<file path="src/hw/rtl/ccbp_pkg.sv">
`default_nettype none

package ccbp_pkg;

   // work RAM, mirrored across the low 8 KiB of the bus
   localparam int RAM_DEPTH       = 2048;
   localparam int RAM_WIDTH       = 8;
   localparam int RAM_INDEX_WIDTH = $clog2(RAM_DEPTH);
   localparam int RAM_WINDOW      = 8192;
   localparam int RAM_FOLDS       = (RAM_WINDOW - 1) / RAM_DEPTH;

   // bus decode limits
   localparam logic [15:0] RAM_LIMIT = 16'h2000;
   localparam logic [15:0] PPU_LIMIT = 16'h4000;
   localparam logic [15:0] IO_LIMIT  = 16'h4020;

   // v[13:8] at or above this is palette space
   localparam logic [5:0] PALETTE_PAGE = 6'h3F;

   localparam int CTRL_INCREMENT_BIT = 2;

   localparam int RSP_QUEUE_DEPTH = 3;
   localparam int RSP_LEVEL_WIDTH = $clog2(RSP_QUEUE_DEPTH + 1);

   localparam logic [1:0] ACTION_READ         = 2'd0;
   localparam logic [1:0] ACTION_WRITE        = 2'd1;
   localparam logic [1:0] ACTION_VBLANK_START = 2'd2;
   localparam logic [1:0] ACTION_VBLANK_END   = 2'd3;

   localparam logic [1:0] TARGET_RAM  = 2'd0;
   localparam logic [1:0] TARGET_PPU  = 2'd1;
   localparam logic [1:0] TARGET_IO   = 2'd2;
   localparam logic [1:0] TARGET_CART = 2'd3;

   localparam logic [2:0] REG_CONTROL  = 3'd0;
   localparam logic [2:0] REG_MASK     = 3'd1;
   localparam logic [2:0] REG_STATUS   = 3'd2;
   localparam logic [2:0] REG_OAM_ADDR = 3'd3;
   localparam logic [2:0] REG_OAM_DATA = 3'd4;
   localparam logic [2:0] REG_SCROLL   = 3'd5;
   localparam logic [2:0] REG_ADDRESS  = 3'd6;
   localparam logic [2:0] REG_DATA     = 3'd7;

   typedef struct packed {
      logic [1:0]  action;
      logic [15:0] address;
      logic [7:0]  write_data;
      logic [7:0]  vram_read_data;
      logic [7:0]  cart_read_data;
      logic [6:0]  status_low;
   } req_payload_type;

   typedef struct packed {
      logic [7:0]  read_data;
      logic [1:0]  target;
      logic        vram_write;
      logic [14:0] vram_address;
      logic [7:0]  vram_write_data;
      logic [7:0]  control_value;
      logic [7:0]  mask_value;
      logic [14:0] temp_address;
      logic [2:0]  fine_scroll_x;
      logic [7:0]  sprite_table_address;
   } rsp_payload_type;

   typedef struct packed {
      logic                       read;
      logic                       write;
      logic [RAM_INDEX_WIDTH-1:0] index;
      logic [RAM_WIDTH-1:0]       data;
   } ram_access_type;

   // Mirror a low-window address onto the RAM; at most three folds.
   function automatic logic [RAM_INDEX_WIDTH-1:0] ram_index(input logic [12:0] addr);
      logic [13:0] folded;
      folded = {1'b0, addr};
      for (int i = 0; i < RAM_FOLDS; i++) begin
         if (folded >= 14'(RAM_DEPTH)) folded = folded - 14'(RAM_DEPTH);
      end
      return folded[RAM_INDEX_WIDTH-1:0];
   endfunction

endpackage

`default_nettype wire

</file>
<file path="src/hw/rtl/ccbp_ppu_regs.sv">
`default_nettype none

module ccbp_ppu_regs
   import ccbp_pkg::*;
(
   input  wire logic            clock,
   input  wire logic            reset,
   input  wire logic            accept,
   input  wire req_payload_type req,
   output rsp_payload_type      rsp,
   output ram_access_type       ram_access
);

   logic [7:0]  read_buffer_ff, read_buffer_in;
   logic [7:0]  control_ff, control_in;
   logic [7:0]  mask_ff, mask_in;
   logic        vblank_ff, vblank_in;
   logic [7:0]  oam_addr_ff, oam_addr_in;
   logic [7:0]  oam_data_ff, oam_data_in;
   logic [14:0] scroll_temp_ff, scroll_temp_in;
   logic [14:0] vram_pointer_ff, vram_pointer_in;
   logic [2:0]  fine_x_ff, fine_x_in;
   logic        first_write_ff, first_write_in;

   logic [14:0] pointer_stepped;
   logic        is_read;
   logic [2:0]  sel;

   assign pointer_stepped = vram_pointer_ff +
                            (control_ff[CTRL_INCREMENT_BIT] ? 15'd32 : 15'd1);
   assign is_read = (req.action == ACTION_READ);
   assign sel     = req.address[2:0];

   always_comb begin
      read_buffer_in  = read_buffer_ff;
      control_in      = control_ff;
      mask_in         = mask_ff;
      vblank_in       = vblank_ff;
      oam_addr_in     = oam_addr_ff;
      oam_data_in     = oam_data_ff;
      scroll_temp_in  = scroll_temp_ff;
      vram_pointer_in = vram_pointer_ff;
      fine_x_in       = fine_x_ff;
      first_write_in  = first_write_ff;
      rsp             = '0;
      ram_access      = '0;
      rsp.vram_address = vram_pointer_ff;

      if (accept) begin
         case (req.action)
            ACTION_VBLANK_START: vblank_in = 1'b1;
            ACTION_VBLANK_END:   vblank_in = 1'b0;
            default: begin
               if (req.address < RAM_LIMIT) begin
                  rsp.target       = TARGET_RAM;
                  ram_access.read  = is_read;
                  ram_access.write = !is_read;
                  ram_access.index = ram_index(req.address[12:0]);
                  ram_access.data  = req.write_data;
               end else if (req.address < PPU_LIMIT) begin
                  rsp.target = TARGET_PPU;
                  if (is_read) begin
                     case (sel)
                        REG_CONTROL:  rsp.read_data = control_ff;
                        REG_MASK:     rsp.read_data = mask_ff;
                        REG_STATUS: begin
                           rsp.read_data  = {vblank_ff, req.status_low};
                           vblank_in      = 1'b0;
                           first_write_in = 1'b1;
                        end
                        REG_OAM_DATA: rsp.read_data = oam_data_ff;
                        REG_DATA: begin
                           // palette reads bypass the delayed buffer
                           read_buffer_in  = req.vram_read_data;
                           rsp.read_data   = (vram_pointer_ff[13:8] == PALETTE_PAGE) ?
                                             req.vram_read_data : read_buffer_ff;
                           vram_pointer_in = pointer_stepped;
                        end
                        default: rsp.read_data = '0;
                     endcase
                  end else begin
                     case (sel)
                        REG_CONTROL:  control_in  = req.write_data;
                        REG_MASK:     mask_in     = req.write_data;
                        REG_OAM_ADDR: oam_addr_in = req.write_data;
                        REG_OAM_DATA: begin
                           oam_data_in = req.write_data;
                           oam_addr_in = oam_addr_ff + 8'd1;
                        end
                        REG_SCROLL: begin
                           if (first_write_ff) begin
                              scroll_temp_in = {scroll_temp_ff[14:5], req.write_data[7:3]};
                              fine_x_in      = req.write_data[2:0];
                           end else begin
                              scroll_temp_in = {req.write_data[2:0], scroll_temp_ff[11:10],
                                                req.write_data[7:3], scroll_temp_ff[4:0]};
                           end
                           first_write_in = !first_write_ff;
                        end
                        REG_ADDRESS: begin
                           if (first_write_ff) begin
                              scroll_temp_in = {1'b0, req.write_data[5:0],
                                                scroll_temp_ff[7:0]};
                           end else begin
                              scroll_temp_in  = {scroll_temp_ff[14:8], req.write_data};
                              vram_pointer_in = {scroll_temp_ff[14:8], req.write_data};
                           end
                           first_write_in = !first_write_ff;
                        end
                        REG_DATA: begin
                           rsp.vram_write      = 1'b1;
                           rsp.vram_write_data = req.write_data;
                           vram_pointer_in     = pointer_stepped;
                        end
                        default: ;
                     endcase
                  end
               end else if (req.address < IO_LIMIT) begin
                  rsp.target = TARGET_IO;
               end else begin
                  rsp.target = TARGET_CART;
                  if (is_read) rsp.read_data = req.cart_read_data;
               end
            end
         endcase
      end

      rsp.control_value        = control_in;
      rsp.mask_value           = mask_in;
      rsp.temp_address         = scroll_temp_in;
      rsp.fine_scroll_x        = fine_x_in;
      rsp.sprite_table_address = oam_addr_in;
   end

   always_ff @(posedge clock) begin
      if (reset) begin
         read_buffer_ff  <= '0;
         control_ff      <= '0;
         mask_ff         <= '0;
         vblank_ff       <= 1'b0;
         oam_addr_ff     <= '0;
         oam_data_ff     <= '0;
         scroll_temp_ff  <= '0;
         vram_pointer_ff <= '0;
         fine_x_ff       <= '0;
         first_write_ff  <= 1'b1;
      end else begin
         read_buffer_ff  <= read_buffer_in;
         control_ff      <= control_in;
         mask_ff         <= mask_in;
         vblank_ff       <= vblank_in;
         oam_addr_ff     <= oam_addr_in;
         oam_data_ff     <= oam_data_in;
         scroll_temp_ff  <= scroll_temp_in;
         vram_pointer_ff <= vram_pointer_in;
         fine_x_ff       <= fine_x_in;
         first_write_ff  <= first_write_in;
      end
   end

endmodule

`default_nettype wire

</file>
<file path="config.mk">
export PLATFORM = sky130hd
export DESIGN_NAME = ccbp_ppu_regs
export DESIGN_NICKNAME = d
export VERILOG_FILES = /design/src/hw/rtl/ccbp_pkg.sv /design/src/hw/rtl/ccbp_ppu_regs.sv
export SDC_FILE = /design/constraint.sdc
export NUM_CORES = 1
export LEC_CHECK = 0
export ABC_AREA = 1
export BUFFER_PORTS_ARGS = -buffer_cell sky130_fd_sc_hd__buf_4
export CAP_MARGIN = 10
export CORE_MARGIN = 2
export CORE_UTILIZATION = 52
export CTS_CLUSTER_SIZE = 28
export DETAILED_ROUTE_END_ITERATION = 8
export PLACE_DENSITY_LB_ADDON = 0.3
export SYNTH_ARGS = -nofsm -noshare
export SYNTH_HDL_FRONTEND = slang
export SYNTH_SLANG_ARGS = --single-unit
</file>
<file path="constraint.sdc">
create_clock -name clock -period 2.5 [get_ports clock]
set_clock_uncertainty 0.05 [all_clocks]
set_input_delay 0.5 -clock clock [delete_from_list [all_inputs] [get_ports clock]]
set_output_delay 0.5 -clock clock [all_outputs]
set_load 0.02 [all_outputs]
</file>
==> reports/results.ini <==
[logic_synthesis]
syn-num-nets = 886
yosysWarningCount = 0
synthTopCellsByArea = dfxtp_1 (31%), nand2_1 (19%), nor2_1 (7.5%)
syn_area_um2 = 4900
yosys.cell_count.top_type = nand2_1
synth_edf_count = 0
synthDistinctLibCells = 34
synth_ff_type = dfxtp_1
synth.largest_area_cell = dfxtp_1
synth-async-reset-ratio = 0
syn_inst = 830
synth.avg_cell_area_um2 = 5.90
synthTopCellsByCount = nand2_1 (247), nor2_1 (98), inv_1 (94)
yosysTopAreaCellShare = 0.307
ys_ff_latch = 75
seq_area_frac_synth = 0.307

[setup_path]
reg2reg_slack_ps = 730
cp-end-kind = primary output
crit_type = primary input to primary output
cp_max_fo = 6
r2r_end = vram_pointer_ff[10]
r2r_cells = 12
timing.critical_path.arrival_ps = 1900
cp-start-kind = primary input
required_ps = 1950
r2r-start = control_ff[2]

[worst_hold_path]
worstHoldPathCells = 3
hold_path.class = primary input to register
min_from = req[48]
min_to = vblank_ff

[pwr]
netSwitchingFraction = 0.276
finalPower_mw = 2.65
power_leakage_nw = 3.32
clkPwrFrac = 0.407
p_per_area_nw_per_um2 = 399
combinationalPowerShare = 0.142
vdd_drop_max_mv = 0.359
p_int_mw = 1.92
pwr-share-seq = 0.451
p_switching_uw = 732

[clock_network]
path_clk_slew_ps = 80
clockBufferDepth = 2
numCtsBuffers = 9
clk_latency_ps = 360
clockRootBuffer = clkbuf_8
cts_tree = done
cts_max_level = 3
cts.sinks = 75

[job]
cap_violations = 0

[route]
drc = 0
drtIter0Drc = 389
dr.pass1.iters = 7
routedWlPerCell_um = 15.4
num_vias = 6086
antenna_left = 0
finalWirelength_um = 17100
viasPerCell = 5.50

[finish]
num-fill-cells = 833
n_antenna_cell = 0
nets = 1047
drive_above_1_share = 0.266
syn_to_final_growth_pct = 35.7

[timing]
slew_viol_final = 0
finalCriticalPeriod_ps = 2450
worstMarginPinSlew_ps = 533
fin_ws_ps = 53.6
finalHoldViolations = 0
fin_crit_sh = 0.979
setup_viol = 0
fmax_ghz = 0.409
rsz0062_at_grt = yes
relSlewSlack = 0.644

[global_route]
grt.total_usage = 0.314
grt_pass1_vias = 5203
grt.overflow.total = 0
antenna_found_initial = 0
grt_max_degree = 29
grt_pass1_wl_um = 25400

[floorplan]
boundaryPins = 149
rows = 35
start_util = 0.533
die_height_um = 101
die_area_um2 = 10200
coreArea_um2 = 9200
die_x_um = 101

[placed_design]
gp_congestion = 0.985
port_buffers = 148
dp_worst_setup_slack_ps = 8.37
dp_hpwl_um = 12100

[status]
outcome = finished, final reports clean

state kept, by name (all words and copies together) (netlist names), 3 cells and up:
register and cells:
oam_addr_ff 8, control_ff 8, mask_ff 8, fine_x_ff 3
oam_data_ff 8, scroll_temp_ff 15, read_buffer_ff 8, vram_pointer_ff 15
cell type report:
cell class                 instances  area, µm²  area share
multi-input combinational        623       3020       0.454
sequential                        75       1520       0.229
timing repair buffer             178       1350       0.204
inverter                         104        399      0.0601
clock buffer                      12        145      0.0218
tap                              111        139      0.0209
clock inverter                     4       73.8      0.0111
worst max-delay path by stage:
stage	startpoint	to	slack [ps]	cells past startpoint
2_1_floorplan	req[33]	rsp[42]	-10	8
3_3_place_gp	req[45]	rsp[36]	30	10
3_5_place_dp	req[45]	rsp[36]	8	10
4_1_cts	req[45]	rsp[28]	2	10
5_1_grt	first_write_ff	rsp[15]	-4	9
6_report	req[31]	rsp[23]	50	9
per-stage QoR:
| step | hold WS, ps | cells | utilization | instance area, µm² | setup TNS (ps) |
|---|---|---|---|---|---|
| after floorplan | 375 | 830 | - | 4900 | -94.9 |
| after global placement | 383 | 1083 | 0.675 | 6200 | 0 |
| after detailed placement | 393 | 1083 | 0.675 | 6200 | 0 |
| after CTS | 367 | 1099 | 0.699 | 6430 | 0 |
| after global routing | 395 | 1107 | 0.723 | 6650 | -7.50 |
| final | 381 | 1107 | 0.723 | 6650 | 0 |
kinds of logic (layout without fill, tap and decap cells):
| group | after synthesis | count (layout) | share of synthesized area |
|---|---|---|---|
| buffers and inverters | 135 | 298 | 0.109 |
| adders and majority gates | 4 | 4 | 0.0102 |
| and+or+nand+nor | 443 | 446 | 0.386 |
| AOI/OAI and AO/OA | 172 | 172 | 0.186 |
| xor gates and xnor gates | 1 | 1 | 0.00179 |
| DFF | 75 | 75 | 0.307 |
critical path, cell delays in order:
cell and delay [ps]:
buf_4 140, inv_2 90, nor2_4 120, nand2_1 180, buf_4 190, nor2_1 240
nand2_1 90, o211ai_1 140, buf_4 190
layout by cell type (no fill, tap or decap), types with 8 or more instances in the layout:
cell type,Yosys,routed
o21ai_0,72,71
nand3_1,50,49
o211ai_1,9,9
nor2_2,6,8
o21ai_2,2,16
nand2_2,3,10
buf_4,4,174
clkbuf_8,0,10
dfxtp_1,75,66
inv_2,8,8
nor2_1,98,96
a21oi_1,58,58
nand2_1,247,239
nor3_1,19,19
inv_1,94,93
routing by layer:
metal  routed length [µm]  GRT usage
met5                    0          0
met4                  450      0.109
met3                 1750     0.0555
met2                 7790      0.488
met1                 7110      0.439
power by group through the flow:
stage	Combinational (mW)	Clock, mW	Sequential, mW
final	0.377	1.08	1.20
after global routing	0.404	1.12	1.20
after CTS	0.350	1.08	1.20
after detailed placement	0.349	0	1.23
after global placement	0.347	0	1.23
after floorplan	0.174	0	1.23
what timing repair did:
item,4_1_cts,5_1_grt
pin swaps,0,6
hold buffers,0,0
endpoints found under the setup margin,1,51
endpoints found under the hold margin,0,0
buffers inserted,0,3
gates cloned,0,5
resized for setup,1,53
Power figures use the tool's default switching activity.
