### src/hw/rtl/ccbp_pkg.sv
`default_nettype none

package ccbp_pkg;

   // work RAM, mirrored across the low 8 KiB of the bus
   localparam int RAM_DEPTH       = 2048;
   localparam int RAM_WIDTH       = 8;
   localparam int RAM_INDEX_WIDTH = $clog2(RAM_DEPTH);
   localparam int RAM_WINDOW      = 8192;
   localparam int RAM_FOLDS       = (RAM_WINDOW - 1) / RAM_DEPTH;

   // bus decode limits
   localparam logic [15:0] RAM_LIMIT = 16'h2000;
   localparam logic [15:0] PPU_LIMIT = 16'h4000;
   localparam logic [15:0] IO_LIMIT  = 16'h4020;

   // v[13:8] at or above this is palette space
   localparam logic [5:0] PALETTE_PAGE = 6'h3F;

   localparam int CTRL_INCREMENT_BIT = 2;

   localparam int RSP_QUEUE_DEPTH = 3;
   localparam int RSP_LEVEL_WIDTH = $clog2(RSP_QUEUE_DEPTH + 1);

   localparam logic [1:0] ACTION_READ         = 2'd0;
   localparam logic [1:0] ACTION_WRITE        = 2'd1;
   localparam logic [1:0] ACTION_VBLANK_START = 2'd2;
   localparam logic [1:0] ACTION_VBLANK_END   = 2'd3;

   localparam logic [1:0] TARGET_RAM  = 2'd0;
   localparam logic [1:0] TARGET_PPU  = 2'd1;
   localparam logic [1:0] TARGET_IO   = 2'd2;
   localparam logic [1:0] TARGET_CART = 2'd3;

   localparam logic [2:0] REG_CONTROL  = 3'd0;
   localparam logic [2:0] REG_MASK     = 3'd1;
   localparam logic [2:0] REG_STATUS   = 3'd2;
   localparam logic [2:0] REG_OAM_ADDR = 3'd3;
   localparam logic [2:0] REG_OAM_DATA = 3'd4;
   localparam logic [2:0] REG_SCROLL   = 3'd5;
   localparam logic [2:0] REG_ADDRESS  = 3'd6;
   localparam logic [2:0] REG_DATA     = 3'd7;

   typedef struct packed {
      logic [1:0]  action;
      logic [15:0] address;
      logic [7:0]  write_data;
      logic [7:0]  vram_read_data;
      logic [7:0]  cart_read_data;
      logic [6:0]  status_low;
   } req_payload_type;

   typedef struct packed {
      logic [7:0]  read_data;
      logic [1:0]  target;
      logic        vram_write;
      logic [14:0] vram_address;
      logic [7:0]  vram_write_data;
      logic [7:0]  control_value;
      logic [7:0]  mask_value;
      logic [14:0] temp_address;
      logic [2:0]  fine_scroll_x;
      logic [7:0]  sprite_table_address;
   } rsp_payload_type;

   typedef struct packed {
      logic                       read;
      logic                       write;
      logic [RAM_INDEX_WIDTH-1:0] index;
      logic [RAM_WIDTH-1:0]       data;
   } ram_access_type;

   // Mirror a low-window address onto the RAM; at most three folds.
   function automatic logic [RAM_INDEX_WIDTH-1:0] ram_index(input logic [12:0] addr);
      logic [13:0] folded;
      folded = {1'b0, addr};
      for (int i = 0; i < RAM_FOLDS; i++) begin
         if (folded >= 14'(RAM_DEPTH)) folded = folded - 14'(RAM_DEPTH);
      end
      return folded[RAM_INDEX_WIDTH-1:0];
   endfunction

endpackage

`default_nettype wire

### src/hw/rtl/ccbp_rsp_queue.sv
`default_nettype none

module ccbp_rsp_queue
   import ccbp_pkg::*;
(
   input  wire logic                       clock,
   input  wire logic                       reset,
   input  wire logic                       push,
   input  wire rsp_payload_type            push_data,
   input  wire logic                       out_stall,
   output logic                            out_valid,
   output rsp_payload_type                 out_data,
   output logic [RSP_LEVEL_WIDTH-1:0]      level
);

   localparam int PTR_WIDTH = $clog2(RSP_QUEUE_DEPTH);
   localparam logic [PTR_WIDTH-1:0] LAST = PTR_WIDTH'(RSP_QUEUE_DEPTH - 1);

   rsp_payload_type entries [RSP_QUEUE_DEPTH];

   logic [PTR_WIDTH-1:0]       wr_ptr_ff, wr_ptr_in;
   logic [PTR_WIDTH-1:0]       rd_ptr_ff, rd_ptr_in;
   logic [RSP_LEVEL_WIDTH-1:0] level_ff, level_in;
   logic                       pop;

   assign out_valid = (level_ff != '0);
   assign out_data  = entries[rd_ptr_ff];
   assign level     = level_ff;
   assign pop       = out_valid && !out_stall;

   always_comb begin
      wr_ptr_in = wr_ptr_ff;
      rd_ptr_in = rd_ptr_ff;
      level_in  = level_ff;
      if (push) wr_ptr_in = (wr_ptr_ff == LAST) ? '0 : wr_ptr_ff + 1'b1;
      if (pop)  rd_ptr_in = (rd_ptr_ff == LAST) ? '0 : rd_ptr_ff + 1'b1;
      if (push && !pop)      level_in = level_ff + 1'b1;
      else if (pop && !push) level_in = level_ff - 1'b1;
   end

   always_ff @(posedge clock) begin
      if (reset) begin
         wr_ptr_ff <= '0;
         rd_ptr_ff <= '0;
         level_ff  <= '0;
      end else begin
         wr_ptr_ff <= wr_ptr_in;
         rd_ptr_ff <= rd_ptr_in;
         level_ff  <= level_in;
      end
   end

   always_ff @(posedge clock) begin
      if (push) entries[wr_ptr_ff] <= push_data;
   end

endmodule

`default_nettype wire

### config.mk
export PLATFORM = sky130hd
export DESIGN_NAME = ccbp_rsp_queue
export DESIGN_NICKNAME = d
export VERILOG_FILES = /design/src/hw/rtl/ccbp_pkg.sv /design/src/hw/rtl/ccbp_rsp_queue.sv
export SDC_FILE = /design/constraint.sdc
export NUM_CORES = 1
export LEC_CHECK = 0
export BUFFER_PORTS_ARGS = -buffer_cell sky130_fd_sc_hd__clkbuf_2
export CAP_MARGIN = 0
export CELL_PAD_IN_SITES_DETAIL_PLACEMENT = 1
export CELL_PAD_IN_SITES_GLOBAL_PLACEMENT = 2
export CORE_MARGIN = 3
export CORE_UTILIZATION = 43
export CTS_CLUSTER_DIAMETER = 50
export DETAILED_ROUTE_END_ITERATION = 12
export MAX_ROUTING_LAYER = met4
export PLACE_DENSITY = 0.82
export SLEW_MARGIN = 20
export SYNTH_ARGS = -nofsm -noshare
export SYNTH_HDL_FRONTEND = slang
export SYNTH_SLANG_ARGS = --single-unit
### constraint.sdc
create_clock -name clock -period 18.2 [get_ports clock]
set_input_delay 2.73 -clock clock [delete_from_list [all_inputs] [get_ports clock]]
set_output_delay 2.73 -clock clock [all_outputs]
set_load 0.01 [all_outputs]
==> results of run 1 <==
power groups by stage:
stage	combinational [mW]	sequential, mW	clock [mW]
6_report	0.231	0.651	0.578
5_1_grt	0.253	0.655	0.616
4_1_cts	0.236	0.652	0.591
3_5_place_dp	0.234	0.663	0
3_3_place_gp	0.228	0.660	0
2_1_floorplan	0.160	0.648	0
stage by stage:
stage,utilization (%),cell area (um2),instances
finish,54.6,10800,973
floorplan,-,8760,515
CTS,54.6,10800,972
global route,54.6,10800,972
global placement,49.6,9780,918
detailed placement,49.6,9780,918
sequential cells by signal, summed over array words and instances (netlist names), named ones only:
name       cells
entries      228
wr_ptr_ff      2
rd_ptr_ff      2
level          2
final cells by class:
| type | instances | area, um2 | area share, % |
|---|---|---|---|
| antenna | 1 | 2.50 | 0.0232 |
| clock buffer | 34 | 754 | 7.01 |
| clock inverter | 20 | 230 | 2.14 |
| inverter | 1 | 3.75 | 0.0349 |
| multi-input combinational | 252 | 1590 | 14.8 |
| sequential | 236 | 7010 | 65.1 |
| tap | 265 | 332 | 3.08 |
| timing repair buffer | 164 | 840 | 7.80 |
placed cells by master (no fill, tap or decap):
master and count:
sky130_fd_sc_hd__inv_1 1, sky130_fd_sc_hd__nand2_1 80, sky130_fd_sc_hd__buf_4 5, sky130_fd_sc_hd__clkbuf_2 158
sky130_fd_sc_hd__buf_6 1, sky130_fd_sc_hd__or2_1 1, sky130_fd_sc_hd__clkinv_4 4, sky130_fd_sc_hd__o21ai_1 76
sky130_fd_sc_hd__nor2_4 2, sky130_fd_sc_hd__xor2_1 2, sky130_fd_sc_hd__mux2i_1 76, sky130_fd_sc_hd__o21bai_2 1
sky130_fd_sc_hd__a21oi_1 4, sky130_fd_sc_hd__nor3b_2 1, sky130_fd_sc_hd__or3_1 2, sky130_fd_sc_hd__nor2_1 3
sky130_fd_sc_hd__bufinv_16 4, sky130_fd_sc_hd__ha_1 1, sky130_fd_sc_hd__clkbuf_16 29, sky130_fd_sc_hd__mux2_2 1
sky130_fd_sc_hd__or3b_1 1, sky130_fd_sc_hd__dfxtp_1 6, sky130_fd_sc_hd__diode_2 1, sky130_fd_sc_hd__dfxtp_4 2
sky130_fd_sc_hd__clkbuf_8 1, sky130_fd_sc_hd__clkinv_1 3, sky130_fd_sc_hd__edfxtp_1 228, sky130_fd_sc_hd__inv_6 5
sky130_fd_sc_hd__o21ai_0 1, sky130_fd_sc_hd__clkbuf_1 4, sky130_fd_sc_hd__clkinv_2 4
cells by family after synthesis:
logic type	share of synthesized area, %
AOI/OAI and AO/OA	4.76
DFF	80.0
xor gates and xnor gates	0.200
and+or+nand+nor	4.04
adders and majority gates	0.143
buffers and inverters	2.07
muxes	8.81
metal layers:
| metal | vias to the layer above | routed length (um) | GRT usage [%] |
|---|---|---|---|
| met2 | 154 | 9030 | 28.0 |
| li1 | 2293 | - | - |
| met5 | - | 0 | - |
| met3 | 30 | 1190 | 4.35 |
| met1 | 2516 | 8080 | 21.9 |
| met4 | 0 | 397 | 4.21 |
worst reg2reg max path, stage by stage, from the launching register on:
cell and delay, ns:
sky130_fd_sc_hd__dfxtp_1 0.42, sky130_fd_sc_hd__nand2_1 0.15, sky130_fd_sc_hd__nor2_4 0.77, sky130_fd_sc_hd__buf_4 0.68
worst max path at each step:
stage          startpoint              to  slack [ns]  depth (start not counted)
2_1_floorplan        push   entries[0][0]        9.32                          1
3_3_place_gp         push  entries[1][29]       13.31                          4
3_5_place_dp         push  entries[1][29]       13.25                          4
4_1_cts         flip-flop    out_data[21]       12.73                          4
5_1_grt         flip-flop    out_data[11]       12.57                          4
6_report        flip-flop    out_data[53]       12.82                          4
==> results.md, run 1 <==
- The flow ran to the end, and the final reports show no timing, DRC or antenna violations.
- The kind of cell with the highest combined delay along the critical path is buffers and inverters.
- Dividing the detail-routed wire length by the instance count gives 19.2 um.
- Setup slack on the worst reg-to-reg path comes out at between 15 and 20 ns.
- The number of buffers and inverters on the critical path is 2.
- The clock sink total is 236.
- Of the cells placed in the final design, the portion with a size suffix greater than 1 is between 30% and 40%.
- Global routing finished with a remaining overflow of 0.
- The number of pins exceeding their max-slew limit in the final report is 0.
- The synthesized design contains between 200 and 250 register bits.
- The static power due to leakage is around 3.8 nW.
- The part of the power in registers is between 40% and 50%.
- The final sum of negative setup slack is 0 ns.
- Along the worst hold path, the cell count comes to 2.
- The required time at the worst-slack endpoint is about 15 ns.
- The sequential cell area fraction in the yosys report is roughly four fifths.
- Headroom to the max-slew limit came out at about a third.
- The cell count after synthesis came out at between 500 and 600.
- The die height is 149 um.
- The first global-routing pass estimated 29.2 mm of wire.
- The minimum period implied by the final worst setup slack is approximately 5.4 ns.
- Counting cells, the worst reg-to-reg path comes to 3.
- The critical path goes through buf_4 -> mux2i_1 -> o21ai_1 -> clkbuf_2.
- The total power density per cell area is 135 mW/mm2.
- Buffers added to address setup during post-CTS repair amount to 0.
- The first TritonRoute pass finished after 4 iterations.
- The cell-internal power is about 1.1 mW.
- In this run the standard cell core region covers about 0.020 mm2.
- The initial core utilization is 44.4%.
- A synthesized cell averages ~17 um2.
- Of the post-synthesis cell area, the dominant cell type holds 78.1%.
- Dividing the detail-routed via count by the number of cells gives a little over 5.
- The total half-perimeter wirelength after legalization and detailed placement is ~11 mm.
- The number of buffers inserted by hold repair at cts is 0.
- The critical register-to-register path endpoint is entries[1][57].
- After detailed routing, the total wire length is 18.7 mm.
- The standard cell with the maximum stage delay on the critical path is sky130_fd_sc_hd__buf_4.
- Entering global routing, the biggest net connects between 90 and 100 pins.
- The worst ir drop on vdd is between 0.08 and 0.09 mV.
- The total CTS buffers is 29.
- Setup repair after global routing left no endpoint under its margin.
- The detail route stage leaves a number of antenna-violating nets equal to 0.
- The routed via count is around 5,000.
- The share of total power dissipated in the clock network is 39.6%.
- The via count of the first global-routing pass is 5,470.
- The later pin in the worst-skew pair is clocked with a latency of between 0.5 and 0.6 ns.
- The pre-CTS setup slack is 13.25 ns.
- The maximum clock skew at final layout is between 0.009 and 0.01 ns.
- The final worst slack is 12.82 ns.
- The reported max-cap violation count is 0.
- The final layout contains 765 nets.
- The final-layout fill cell count is ~1,900.
- The biggest area contributor in the post-synthesis netlist is sky130_fd_sc_hd__edfxtp_1.
- The total standard cell area after synthesis is 0.00876 mm2.
- The layout-stage area growth over the synthesis result is 22.9%.
- The launching element type of the critical path is a flip-flop.
- The Yosys step of the flow raised 0 warnings.
- The root buffer cell chosen for the clock tree is sky130_fd_sc_hd__clkbuf_16.
- Net switching is a little over a quarter of the power.
- After detailed routing, the number of remaining DRC violations is 0.
- The analysis attributes to net switching a power of 0.380 mW.
- Per report_power, the combinational group accounts for between 15 and 20% of the total.
- The number of DRC markers after the initial detailed-route iteration is between 200 and 300.
- Data arrives at the worst endpoint at around 2.7 ns.
- The total power is around 1.5 mW.
- Yosys attributes the largest share of cell area to sky130_fd_sc_hd__edfxtp_1, sky130_fd_sc_hd__mux2i_1, sky130_fd_sc_hd__o21ai_1, sky130_fd_sc_hd__nand2_1, sky130_fd_sc_hd__dfxtp_1.
- The TritonCTS clock tree is built.
- around 160 I/O pins were placed.
- The placement row count is between 50 and 60.
- The post-CTS clock slew at the launch and capture registers of the worst setup and hold paths is 0.06 ns.
- In this run the number of H-tree levels came out at 1.
- By count the netlist is led by sky130_fd_sc_hd__edfxtp_1, sky130_fd_sc_hd__nand2_1, sky130_fd_sc_hd__mux2i_1, sky130_fd_sc_hd__o21ai_1, sky130_fd_sc_hd__clkbuf_1.
- The capturing element type of the critical path is a primary output.
- The placer congestion estimate is 0.763.
- For this run, the top clock speed supported by timing is 186 MHz.
- The longest clock path from root to sink contains 3 buffers.
- The count of cells resized by post-cts repair is 0.
- The hold path startpoint is rd_ptr_ff[1].
- The fraction of the cycle the final worst path needs is between 20 and 30%.
- The path class of the lowest-slack min-delay path is reg2reg.
- The number of enable-type register cells in the synthesized netlist is around 230.
- The most numerous cell in the Yosys netlist is sky130_fd_sc_hd__edfxtp_1.
- The delay contributed by the slowest stage of the critical path is roughly 0.75 ns.
- The die is 149 um wide.
- The overall global routing resource usage is between 10% and 20%.
- The tightest hold path in the finished design has a slack of approximately 0.5 ns.
- The hold violation total from the final report is 0.
- The initial antenna violation count is 0.
- The net count after synthesis is 596.
- For this run, the leading register cell type out of synthesis is sky130_fd_sc_hd__edfxtp_1.
- The port buffer count is approximately 160.
- The transition time at the pin with the least slew margin is 1.02 ns.
- By startpoint and endpoint, the worst setup path is classified as reg2out.
- The area of the die is around 0.022 mm2.
- The setup violation total in the final timing report is 0.
- The share of flip-flops with an asynchronous set or reset is 0%.
- The highest fanout seen on the critical path is 47.
- The distinct cell type count after synthesis is 22.
- The startpoint of the worst-slack reg-to-reg timing path is wr_ptr_ff[0].
Power figures use the tool's default switching activity.
==> inputs of run 2 (changes only) <==
- CORE_UTILIZATION: 43 -> 36
- PLACE_DENSITY: 0.82 -> 0.73
- clock period: 18.2 -> 4.5 ns (I/O delays scaled with it)
==> run 2 against run 1 <==
  * Routed wire length is 0.32% lower
  * Design area increased by 0.38%
  * Sequential power increased to 4.1 times the previous value
  * Total power increased to 3.9 times the previous value
  * Critical path type unchanged
  * Critical endpoint is now out_data[18]
  * Sequential share of layout area shrank 0.25 points
  * Clock power rose to 3.8 times the previous value
  * Clock skew is essentially flat
  * Highest routed layer unchanged
  * Sequential cell count unchanged
  * Setup slack lost 11 ns
  * Critical path depth unchanged
==> results.md, run 2 (synthesis results as in run 1) <==
- The run finished with clean final reports.
- The switching power summed over all nets is 1.47 mW.
- The layout-stage area growth over the synthesis result is 23.4%.
- More flip-flops sit in one register than any other, and that register is entries.
- The critical setup path kind is reg2out.
- The number of nets at the end of the flow is about 770.
- The highest fanout seen on the critical path is 50.
- After global routing the overflow that remains totals 0.
- The clock arrives with approximately 0.0094 ns of skew.
- The initial antenna violation count came to 2.
- The number of ports placed on the die boundary is between 150 and 200.
- The placer congestion estimate is ~0.73.
- The number of DRC markers after the initial detailed-route iteration is about 270.
- The number of detailed-route iterations in the first pass is 4.
- The part of the power in combinational logic is between 15 and 20%.
- The detailed-route wire length on metal 1 is 8.03 mm.
- The clock reaches the later pin of the worst-skew pair after 0.52 ns.
- The delay contributed by the slowest stage of the critical path is 0.97 ns.
- The total CTS buffers is 29.
- Across all register-to-register paths, the minimum setup slack is 2.48 ns.
- The TritonCTS clock tree is built.
- Using the TritonRoute via totals, the vias-per-cell ratio works out to 4.75.
- Measured on the finished design, the core utilization comes to between 40 and 50%.
- The highest metal layer with signal wires is met4.
- For this design, the sink count on the clock tree is around 240.
- The top cell types in the final layout, fill and taps aside, are sky130_fd_sc_hd__edfxtp_1, sky130_fd_sc_hd__clkbuf_2, sky130_fd_sc_hd__nand2_1.
- Overall power consumption after layout is estimated at between 5 and 6 mW.
- The cell family with the largest share of critical-path delay is flip-flops.
- The part of the power in registers is roughly 46%.
- The finished layout holds just over 1,000 standard cells, fillers aside.
- The total power density per cell area is ~530 mW/mm2.
- In this run the static leakage power is about 3.7 nW.
- The detailed route wirelength on metal2 is between 9 and 10 mm.
- The number of cells on the worst reg-to-reg path is 2.
- The via count of the first global-routing pass came to between 5,000 and 6,000.
- The post-CTS clock slew at the launch and capture registers of the worst setup and hold paths is roughly 0.06 ns.
- The die height is ~160 um.
- The number of buffers inserted by hold repair at cts is 0.
- The transition time at the pin with the least slew margin is 0.967 ns.
- The final routed wire length divided by cell count is approximately 18 um.
- The number of H-tree levels is 1.
- Setup repair after global routing left no endpoint under its margin.
- The flip-flop count of the largest register, all copies and words added is approximately 230.
- The area of the die is roughly 0.026 mm2.
- The overall global routing resource usage is about 14%.
- The first-pass GRT wire length is around 30 mm.
- The reported max-cap violation count is 0.
- The capturing instance or port of the critical path is out_data[18].
- Per report_power, the clock group accounts for between 30% and 40% of the total.
- The overall routed net length is about 19 mm.
- Setup violations remaining at the end of the flow were counted as 0.
- The hold violation total from the final report is 0.
- The final-layout worst hold slack is 0.360 ns.
- For the worst setup path, the data required time is roughly 3.8 ns.
- The switching portion of total power is 25.6%.
- The critical path goes through buf_4 -> mux2i_1 -> o21ai_1 -> clkbuf_2.
- The minimum period implied by the final worst setup slack is ~3.1 ns.
- The final critical path takes up 69.5% of the cycle.
- The total half-perimeter wirelength after legalization and detailed placement is roughly 12 mm.
- The floorplan step defined a core boundary enclosing between 0.02 and 0.025 mm2.
- The floorplan step set the die width to about 160 um.
- In the routed design, unresolved DRC markers number 0.
- For this run, the top clock speed supported by timing is between 300 and 400 MHz.
- The placement row count is between 50 and 60.
- The startpoint of the worst-slack reg-to-reg timing path is wr_ptr_ff[1].
- Data on the critical path arrives at its endpoint at between 2 and 2.5 ns.
- In this run the tool buffered the top-level ports with approximately 160 buffer cells.
- The library cell used most frequently in the layout, excluding fill and tap cells, is sky130_fd_sc_hd__edfxtp_1.
- For the final routed database, the setup TNS stands at 0 ns.
- The number of buffers and inverters on the critical path is 2.
- In this run the post-CTS setup repair buffer count came out at 0.
- The tightest min-delay check is of the in2reg type.
- The pin count of the biggest net entering global routing is between 80 and 90.
- The detail route stage leaves a number of antenna-violating nets equal to 0.
- In this run the critical register-to-register path is captured at entries[0][21].
- The cell-internal power is between 4 and 5 mW.
- The total stage count of the critical path is 4.
- Counting tap cells, the placed design contains a total of ~1,000 instances.
- STA classifies the critical path endpoint as a primary output.
- IR analysis of the VDD net gives a maximum drop of 0.286 mV.
- The launching element type of the critical path is a flip-flop.
- The number of pins exceeding their max-slew limit in the final report is 0.
- The clock passes through at most 3 buffers.
- The fraction of final layout cells with drive strength greater than 1 is a little over 30%.
- The worst slew margin relative to its limit is between 30% and 40%.
- The largest individual stage delay along the critical path comes from the cell sky130_fd_sc_hd__dfxtp_4.
- The routed via count is between 4,000 and 5,000.
- The total length of routed met3 wires is around 1.1 mm.
- The clock root buffer is sky130_fd_sc_hd__clkbuf_16.
- Post-CTS repair changed the size of 0 cells.
- For this configuration, the core starts out at a cell density of 37.0%.
==> run 2: per-stage QoR <==
| stage | setup WS, ns | area, um2 |
|---|---|---|
| 6_report | 1.37 | 10800 |
| 2_1_floorplan | 0.0796 | 8770 |
| 3_3_place_gp | 1.87 | 9900 |
| 5_1_grt | 1.17 | 10800 |
| 4_1_cts | 1.26 | 10800 |
| 3_5_place_dp | 1.85 | 9900 |
==> run 2: power groups by stage <==
| stage | Sequential (mW) | Combinational (mW) | Clock [mW] |
|---|---|---|---|
| 2_1_floorplan | 2.62 | 0.645 | 0 |
| 3_3_place_gp | 2.71 | 0.893 | 0 |
| 3_5_place_dp | 2.72 | 0.918 | 0 |
| 4_1_cts | 2.68 | 0.922 | 2.26 |
| 5_1_grt | 2.69 | 0.988 | 2.36 |
| 6_report | 2.67 | 0.893 | 2.19 |
==> run 2: how the worst min path moves through the flow <==
stage | startpoint | endpoint | depth (start not counted) | slack, ns
after detailed placement | rd_ptr_ff[1] | flip-flop | 2 | 0.47
after floorplan | rd_ptr_ff[0] | flip-flop | 2 | 0.45
after global placement | rd_ptr_ff[1] | flip-flop | 2 | 0.46
final | push_data[38] | entries[1][38] | 1 | 0.36
after CTS | push_data[38] | entries[1][38] | 1 | 0.33
after global routing | push_data[36] | entries[2][36] | 1 | 0.33
==> run 2: cell type report <==
type | instances | area (um2)
antenna | 2 | 5.00
clock buffer | 35 | 748
clock inverter | 16 | 158
fill | 2428 | 12900
inverter | 1 | 3.75
multi-input combinational | 252 | 1600
sequential | 236 | 7010
tap | 319 | 399
timing repair buffer | 167 | 883
==> run 2: layer usage <==
layer / track usage, % / vias up
met4: 3.18 / 0
met3: 3.09 / 29
met1: 18.5 / 2428
met5: - / -
met2: 24.0 / 147
li1: - / 2284
